**config.mk**
```make
export PLATFORM = sky130hd
export DESIGN_NAME = ptwa_cell
export DESIGN_NICKNAME = d
export VERILOG_FILES = /design/src/hdl/ptwa_pkg.sv /design/src/hdl/ptwa_cell.sv
export SDC_FILE = /design/constraint.sdc
export NUM_CORES = 1
export LEC_CHECK = 0
export BUFFER_PORTS_ARGS = -buffer_cell sky130_fd_sc_hd__buf_2
export CAP_MARGIN = 20
export CORE_UTILIZATION = 45
export DETAILED_ROUTE_END_ITERATION = 7
export PLACE_DENSITY = 0.71
export SETUP_SLACK_MARGIN = 0.02
export SLEW_MARGIN = 20
export SYNTH_ARGS = -nofsm -noshare
export SYNTH_HDL_FRONTEND = slang
export SYNTH_SLANG_ARGS = --single-unit
```
**constraint.sdc**
```tcl
create_clock -name clk -period 1.7 [get_ports clk]
set_clock_uncertainty 0.15 [all_clocks]
set_input_delay 0.255 -clock clk [delete_from_list [all_inputs] [get_ports clk]]
set_output_delay 0.255 -clock clk [all_outputs]
set_load 0.01 [all_outputs]
```
**src/hdl/ptwa_pkg.sv**
```systemverilog
// ----------------------------------------------------------------------------
// ptwa_pkg
// Types and constants shared by the page table cells and the top level.
// ----------------------------------------------------------------------------
package ptwa_pkg;

	localparam logic [2:0] ACT_LOOKUP = 3'd0;
	localparam logic [2:0] ACT_MAP    = 3'd1;
	localparam logic [2:0] ACT_INVAL  = 3'd2;
	localparam logic [2:0] ACT_MARK   = 3'd3;
	localparam logic [2:0] ACT_TICK   = 3'd4;

	localparam logic [8:0] FRAME_NONE = 9'h1FF;
	localparam logic [7:0] AGE_TOP    = 8'h80;

	typedef struct packed {
		logic [2:0] action;
		logic [7:0] page;
		logic [7:0] frame;
	} cmd_t;

	typedef struct packed {
		logic signed [8:0] mapped_frame;
		logic              entry_valid;
		logic [7:0]        age_value;
	} res_t;

	localparam res_t RES_NONE = '{mapped_frame: FRAME_NONE, entry_valid: 1'b0,
		age_value: 8'd0};

endpackage

```
**src/hdl/ptwa_cell.sv**
```systemverilog
// ----------------------------------------------------------------------------
// ptwa_cell
// One page table entry; applies each passing command and fills in the result
// when the command addresses this entry, then hands the beat to the next cell.
// ----------------------------------------------------------------------------
module ptwa_cell
	import ptwa_pkg::*;
#(
	parameter int IDX         = 0,
	parameter int FRAME_COUNT = 256
) (
	input  logic clk,
	input  logic arst_n,
	input  logic adv,
	input  logic vld_in,
	input  cmd_t cmd_in,
	input  res_t res_in,
	output logic vld_out,
	output cmd_t cmd_out,
	output res_t res_out
);

	logic       vld_q;
	cmd_t       cmd_q;
	res_t       res_q;
	logic [8:0] frame_q;
	logic       valid_q;
	logic       ref_q;
	logic [7:0] age_q;

	logic [8:0] frame_d;
	logic       valid_d;
	logic       ref_d;
	logic [7:0] age_d;
	logic       hit;

	assign hit = (32'(cmd_in.page) == IDX);

	always_comb begin
		frame_d = frame_q;
		valid_d = valid_q;
		ref_d   = ref_q;
		age_d   = age_q;
		if (cmd_in.action == ACT_TICK) begin
			if (valid_q) begin
				age_d = (age_q >> 1) | (ref_q ? AGE_TOP : 8'd0);
				ref_d = 1'b0;
			end
		end else if (hit) begin
			case (cmd_in.action)
				ACT_MAP: begin
					if (32'(cmd_in.frame) < FRAME_COUNT) begin
						frame_d = {1'b0, cmd_in.frame};
						valid_d = 1'b1;
						ref_d   = 1'b0;
						age_d   = 8'd0;
					end
				end
				ACT_INVAL: begin
					valid_d = 1'b0;
					frame_d = FRAME_NONE;
				end
				ACT_MARK: begin
					if (valid_q) begin
						ref_d = 1'b1;
					end
				end
				default: begin
				end
			endcase
		end
	end

	always_ff @(posedge clk or negedge arst_n) begin
		if (!arst_n) begin
			vld_q   <= 1'b0;
			frame_q <= FRAME_NONE;
			valid_q <= 1'b0;
			ref_q   <= 1'b0;
			age_q   <= 8'd0;
		end else if (adv) begin
			vld_q <= vld_in;
			if (vld_in) begin
				frame_q <= frame_d;
				valid_q <= valid_d;
				ref_q   <= ref_d;
				age_q   <= age_d;
			end
		end
	end

	always_ff @(posedge clk) begin
		if (adv) begin
			cmd_q <= cmd_in;
			if (hit) begin
				res_q.mapped_frame <= valid_d ? frame_d : FRAME_NONE;
				res_q.entry_valid  <= valid_d;
				res_q.age_value    <= age_d;
			end else begin
				res_q <= res_in;
			end
		end
	end

	assign vld_out = vld_q;
	assign cmd_out = cmd_q;
	assign res_out = res_q;

endmodule

```
==> results of run 1 <==
-- final cells by class --
type	instances	area (um^2)	area share, %
Clock buffer	9	124	3.35
Timing Repair Buffer	117	788	21.3
Clock inverter	7	85.1	2.30
Inverter	11	41.3	1.12
Sequential cell	57	1620	44.0
Multi-Input combinational cell	125	941	25.5
Tap cell	72	90.1	2.44
-- how the worst min path moves through the flow --
stage | end | slack [ps] | depth (start not counted) | startpoint
after floorplan | age_q[0] | -190 | 0 | arst_n
after global placement | age_q[5] | 70 | 1 | arst_n
after detailed placement | age_q[5] | 70 | 1 | arst_n
after CTS | res_out[7] | 40 | 3 | res_in[7]
after global routing | res_out[6] | 60 | 3 | res_in[6]
final | res_out[8] | 50 | 2 | res_in[8]
-- cell usage in the layout (no fill, tap or decap), types with 3 or more instances in the layout --
master	instances
a21o_1	3
a21oi_2	8
a221oi_1	6
a22o_1	8
buf_12	5
buf_2	78
buf_4	17
clkbuf_8	9
clkinv_1	3
dfrtp_1	10
dfstp_2	9
dlygate4sd3_1	17
edfxtp_1	37
inv_1	11
mux2_4	8
nand2_1	3
nand2b_4	3
nor2_1	34
o21ai_0	15
o21ai_1	8
-- sequential cells by signal (all words and copies together) (netlist names) --
register  cells
valid_q       1
cmd_out      19
vld_out       1
age_q         8
ref_q         1
frame_q       9
res_out      18
-- worst register-to-register path, stage by stage (launching register included) --
cell and delay [ps]:
dfrtp_2 420, nand3b_1 130, a21o_4 280, a221oi_1 300, nor2_1 80
-- routing by layer --
| layer | wire, um | global-route usage (%) | vias up | part of all wire, % |
|---|---|---|---|---|
| met5 | 0 | 0 | - | 0 |
| met4 | 112 | 10.5 | 0 | 2.0 |
| met3 | 234 | 3.79 | 13 | 4.2 |
| met2 | 2870 | 33.4 | 54 | 51 |
| met1 | 2420 | 23.0 | 969 | 43 |
| li1 | - | - | 988 | - |
-- through the flow --
step / power [mW] / setup TNS, ps / instances / utilization (%)
finish: 3.32 / 0 / 398 / 65.9
global route: 3.44 / 0 / 398 / 65.9
CTS: 3.35 / 0 / 398 / 65.5
detailed placement: 1.96 / -754 / 365 / 58.7
global placement: 1.95 / -294 / 365 / 58.7
floorplan: 1.77 / 0 / 202 / -
-- cells by family (layout without fill, tap and decap cells) --
kind of cell / count (synthesis) / in the layout / synth area share [%]
compound gates: 62 / 62 / 17.2
buf+inv: 20 / 144 / 4.78
flops: 57 / 57 / 60.7
mux: 9 / 9 / 4.87
simple gates: 54 / 54 / 12.4
-- power by group --
group / leakage [nW] / internal, mW / switching (mW)
combinational: 0.854 / 0.183 / 0.194
clock: 0.106 / 0.810 / 0.548
sequential: 0.605 / 1.57 / 0.0179
total: 1.56 / 2.56 / 0.760
-- timing repair --
| action | 4_1_cts | 5_1_grt |
|---|---|---|
| cloned | 0 | 0 |
| hold buffers | 17 | 0 |
| endpoints found under the hold margin | 27 | 0 |
| resized for setup | 1 | 4 |
| setup endpoints to repair | 1 | 7 |
==> results.md, run 1 <==
- The transition at the pin with the smallest max-transition slack is 507 ps.
- The number of clock buffers added by TritonCTS is 9.
- The smallest clock period supported by the final layout is computed as 1600 ps.
- The most repeated cell in the gate-level netlist after synthesis is edfxtp_1.
- The final worst slack is a little over 100 ps.
- The post-detailed-route wirelength per cell is 14.2 um.
- The category of the worst setup path capture point is a register.
- The post-synthesis cell area is 2670 um^2.
- TritonCTS built the clock tree.
- The tightest min-delay check is of the in -> reg type.
- The worst slew margin relative to its limit is roughly two thirds.
- The first global-routing pass estimated 8960 um of wire.
- The dominant synthesized flop cell is edfxtp_1.
- The post-route fraction of the period consumed by the critical path is 94.0%.
- The worst-path cell with the longest stage delay is dfrtp_2.
- The clock latency reported for the late side of the worst-skew pair is 330 ps.
- The cell leakage power is about 1.6 nW.
- The die covers roughly 6200 um^2.
- Summed over all layers, the global routing overflow is 0.
- The iteration-0 DRC count of the detailed router is 99.
- The chip height is 79.0 um.
- Synthesis instantiated 38 different standard cells from the library.
- The most critical setup path has its endpoint at res_out[6].
- The finished cells cover 3690 um^2.
- The mean instance size in the synthesized netlist is 13.2 um^2.
- The peak ir drop on the vdd network is 0.476 mV.
- After clock tree synthesis, the clock-pin slew on the worst setup and hold paths is 70 ps.
- The detail-routed via count per cell is between 5 and 6.
- The number of global-route vias before repair is 1,948.
- The width of the chip is 79.0 um.
- The portion of synthesized cell area occupied by the leading cell type is 41.6%.
- The number of nets handed over by synthesis was 243.
- ~80 I/O pins were placed.
- The area of placed instances is 3290 um^2.
- The start point of the critical path is valid_q.
- The biggest area consumer among synthesized cells is edfxtp_1.
- The flow ran to the end, and the final reports show no timing, DRC or antenna violations.
- The core region is 5610 um^2.
- Hold is met by 52.5 ps.
- The area added between synthesis and finish is 38.3%.
- Of all nets on the critical path, the largest fanout is 8.
- No sink is reached through more buffers than the 2 on the longest clock path.
- The final number of hold-violating endpoints was 0.
- The largest net degree at the start of global routing is 39.
- Yosys attributes the largest share of cell area to edfxtp_1 (42%), dfrtp_1 (10%), dfstp_2 (8.9%).
- The aggregate routed wire length is 5630 um.
- The row count is 27.
- The initial core utilization is a little under half.
- The worst setup path is of the reg -> reg kind.
- After filler insertion, the fill cell instance count of the layout stands at between 400 and 500.
- For the worst setup path, the data required time is 1640 ps.
- The initial antenna violation count is 0.
- The largest single stage delay on the critical path is 420 ps.
- The number of synthesized register bits is 57.
- The signal on the critical path passes through nand3b_1 -> a21o_4 -> a221oi_1 -> nor2_1.
- The total via count in the routed design is 2,024.
- Once detail routing completed, the nets flagged for antenna violations numbered 0.
- Counting flops with a built-in enable in the synthesized netlist gives 37.
- The timing-limited maximum frequency is 626 MHz.
- Setup repair after global routing left no endpoint under its margin.
- Routability-driven placement finished with a final weighted congestion of 0.750.
- The number of max-cap violations is 0.
- The buffers inserted during post-CTS setup optimization is 0.
- The share of post-route cells with drive strength above 1 is 47.2%.
- The synthesis warning total is 0.
- The number of buffers added on ports is 78.
- The final number of max-transition violations is 0.
- For this design, the sink count on the clock tree is 57.
- The startpoint type of the worst setup path is a register.
- The power per cell area is 899 nW/um^2.
- Before CTS, the worst setup slack after placement is -105 ps.
- The count of inserted antenna diode cells is 0.
- By count the netlist is led by edfxtp_1 (37), nor2_1 (34), o21ai_0 (15).
- The sequential-to-total area share from yosys stat is between 60 and 70%.
- Across all register-to-register paths, the minimum setup slack is ~100 ps.
- The cell depth of the worst flop-to-flop path is 4.
- The data arrival time of the worst path is 1530 ps.
- The first-pass detailed-route iteration total is 4.
- Global routing used 19.5% of the available tracks.
- In this run the number of cells on the critical path is 4.
- The number of buffers and inverters on the critical path is 0.
- The critical register-to-register path startpoint is valid_q.
- After technology mapping, the gate count stands at 202.
- The clock root buffer is clkbuf_8.
- The final layout net count is 362.
- In this run the number of H-tree levels came out at 3.
- In the routed design, unresolved DRC markers number 0.
- The share of flip-flops with an asynchronous set or reset is 35.1%.
- In this run the critical register-to-register path is captured at res_out[6].
- In this design, the largest share of critical-path delay is due to compound AO/OA/AOI/OAI gates.
- Setup violations remaining at the end of the flow were counted as 0.
- The estimated wirelength of the detail-placed design is 3680 um.
No activity file was read; power rests on OpenSTA's default activity.
==> run 2: changes to the inputs <==
- CORE_UTILIZATION: 45 -> 50
- PLACE_DENSITY: 0.71 -> 0.78
==> run 2 against run 1 <==
  * Largest cell class unchanged
  * Combinational power increased by 5.9%
  * Die area decreased by 9.7%
  * Global-route usage increased by 3.5 points
  * Routed wire length increased by 2.1%
  * Critical endpoint is now res_out[0]
  * Highest routed layer unchanged
==> results.md, run 2 (synthesis gave the netlist of run 1 again) <==
- The width of the chip came to 75.1 um (-5.0%).
- The overflow left after global routing is 0 (unchanged).
- Walking the worst path, the cells encountered are nand3b_1 -> a21o_4 -> a221oi_1 -> nor2_1.
- The startpoint type of the worst setup path is a register.
- The count of clock tree sinks came to 57 (unchanged).
- The iteration-0 DRC count of the detailed router is 149 (+51%).
- The number of remaining DRC errors is 0 (unchanged).
- The placeable core region is 5140 um^2 (-8.3%).
- The number of buffers added on ports was 78 (unchanged).
- The number of global-route vias before repair is 2,001 (+2.7%).
- The fraction of power spent switching nets came to 22.5% (-0.42 points).
- The post-route fraction of the period consumed by the critical path was 97.1% (+3.1 points).
- The worst-case clock buffer depth came to 2 (unchanged).
- The row count was 26 (-3.7%).
- The sequential power share is 49.7% (+2.0 points).
- The critical path required time was 1630 ps (about the same).
- The final layout net count was 372 (+2.8%).
- The area added between synthesis and finish is 39.5%.
- The clock root buffer is clkbuf_8.
- The post-detailed-route wirelength per cell is 14.2 um (+0.13%).
- The number of clock buffers inserted by TritonCTS is 9 (unchanged).
- The number of max-cap violations is 0 (unchanged).
- The timing-limited maximum frequency is 606 MHz (-3.2%).
- The worst hold-check slack came to 39.5 ps (-13.0 ps).
- The post-route setup TNS is 0 ps (unchanged).
- The I/O pin total is 79 (unchanged).
- The count of inserted antenna diode cells was 0 (unchanged).
- The part of the power in the clock network is 37.8% (-3.1 points).
- The number of nets with antenna violations after routing is 0 (unchanged).
- The final number of hold-violating endpoints is 0 (unchanged).
- The non-filler instance count after layout is 406 (+2.0%).
- The initial antenna violation count is 0 (unchanged).
- The clock latency reported for the late side of the worst-skew pair is 330 ps (about the same).
- The CTS clock-pin slew for the worst setup and hold paths is 60 ps (about the same).
- The largest net degree at the start of global routing was 38 (-2.6%).
- The number of cells after detailed placement is 372 (+1.9%).
- The first-pass detailed-route iteration total is 4 (unchanged).
- The number of buffers and inverters on the critical path is 0 (unchanged).
- The category of cells accounting for the largest share of critical-path delay is compound AO/OA/AOI/OAI gates.
- The area of placed instances was 3330 um^2 (+1.2%).
- The maximum fanout along the worst path is 8 (unchanged).
- The detail-routed via count per cell is 5.22 (+2.6%).
- The area of the die was 5640 um^2 (-9.7%).
- The cell-internal power is 2.47 mW (-3.4%).
- The category of the worst setup path capture point is a register.
- The final number of max-transition violations is 0 (unchanged).
- In the layout the commonest cells are buf_2 (78), edfxtp_1 (37), nor2_1 (34).
- The logic gate share of total power is 12.5% (+1.2 points).
- The biggest cell delay along the critical path is 390 ps (-30 ps).
- The fill cell instance count of the final layout is 390 (-16%).
- The chip height is 75.1 um (-5.0%).
- Leaving out fill and tap cells, the most frequent cell in the layout is buf_2.
- The peak ir drop on the vdd network is 0.655 mV (+38%).
- The estimated wirelength of the detail-placed design was 3800 um (+3.3%).
- The global-route wire length before repair was 9230 um (+3.0%).
- The flip-flop count of the largest register after layout came to 19 (unchanged).
- The flow ran to the end, and the final reports show no timing, DRC or antenna violations.
- The data arrival time of the worst path is 1580 ps (+50 ps).
- The worst-path cell with the longest stage delay is dfrtp_1.
- The clock tree from TritonCTS is built.
- The weighted congestion at the end of routability-driven global placement came to 0.811 (+8.2%).
- The setup-violating endpoint count in the final report is 0 (unchanged).
- The cell leakage power is 1.60 nW (+2.3%).
- The power per cell area is 856 nW/um^2 (-4.7%).
- The total via count in the routed design is 2,118 (+4.6%).
- The critical path is of the reg -> reg type.
- The aggregate routed wire length is 5760 um (+2.1%).
- The final design instance area without fill is 3730 um^2 (+0.88%).
- The reported net switching power is 717 uW (-5.7%).
- The worst min-delay path class is in -> reg.
- Setup repair after global routing could not meet its margin everywhere.
- The transition at the pin with the smallest max-transition slack came to 445 ps (-61.1 ps).
- The initial core utilization was 52.0% (+4.3 points).
- The depth of the CTS H-tree is 3 (unchanged).
- The share of post-route cells with drive strength above 1 is 48.8% (+1.6 points).
- The aggregate global-route resource usage was 23.0% (+3.5 points).
- The worst slew margin relative to its limit was 70.3% (+4.1 points).
- The post-route minimum period came to 1650 ps (+53.4 ps).
run 2: cell count changes in the layout (fill, tap and decap cells not counted), sizes merged:
cell | previous run | this run
buf | 100 | 110
clkbuf | 9 | 12
clkinv | 5 | 3
bufinv | 2 | 1
run 2: power groups by stage:
stage / combinational [mW] / sequential (mW) / clock [mW]
after floorplan: 0.114 / 1.66 / 0
after global placement: 0.360 / 1.61 / 0
after detailed placement: 0.367 / 1.61 / 0
after CTS: 0.399 / 1.59 / 1.24
after global routing: 0.437 / 1.59 / 1.28
final: 0.398 / 1.58 / 1.21
run 2: worst paths after layout:
kind / from / to / slack, ps / cells past startpoint
min in group asynchronous: arst_n / age_q[2] / 250 / 2
max in group asynchronous: arst_n / frame_q[2] / 800 / 2
max reg2reg: valid_q / res_out[0] / 50 / 4
min reg2reg: frame_q[2] / frame_q[2] / 340 / 2
min: adv / res_out[17] / 40 / 1
max: valid_q / res_out[0] / 50 / 4
run 2: area by class of cell:
class,count,area [um^2],area share (%)
sequential,57,1620,43.6
inverter,11,41.3,1.11
multi-input combinational,125,947,25.4
tap,70,87.6,2.35
clock buffer,12,145,3.90
timing repair buffer,127,838,22.5
clock inverter,4,43.8,1.18
run 2: what timing repair did:
item / 4_1_cts / 5_1_grt
resized for setup: 3 / 2
setup buffers: 1 / 0
pin swaps: 0 / 0
endpoints found under the hold margin: 27 / 0
setup endpoints to repair: 3 / 7
hold buffers: 17 / 0
run 2: stage by stage:
stage,util [%],power [mW],worst slack (ps)
6_report,72.5,3.19,48.7
5_1_grt,72.5,3.32,8.92
4_1_cts,72.2,3.22,79.0
3_5_place_dp,64.8,1.98,-99.3
3_3_place_gp,64.8,1.97,-82.0
2_1_floorplan,-,1.77,81.7
run 2: per-layer routing:
layer	vias to the layer above	track usage, %	wire length (um)
li1	1007	-	-
met1	1017	28.5	2410
met5	-	0	0
met2	86	37.8	2880
met3	8	6.43	371
met4	0	10.1	93
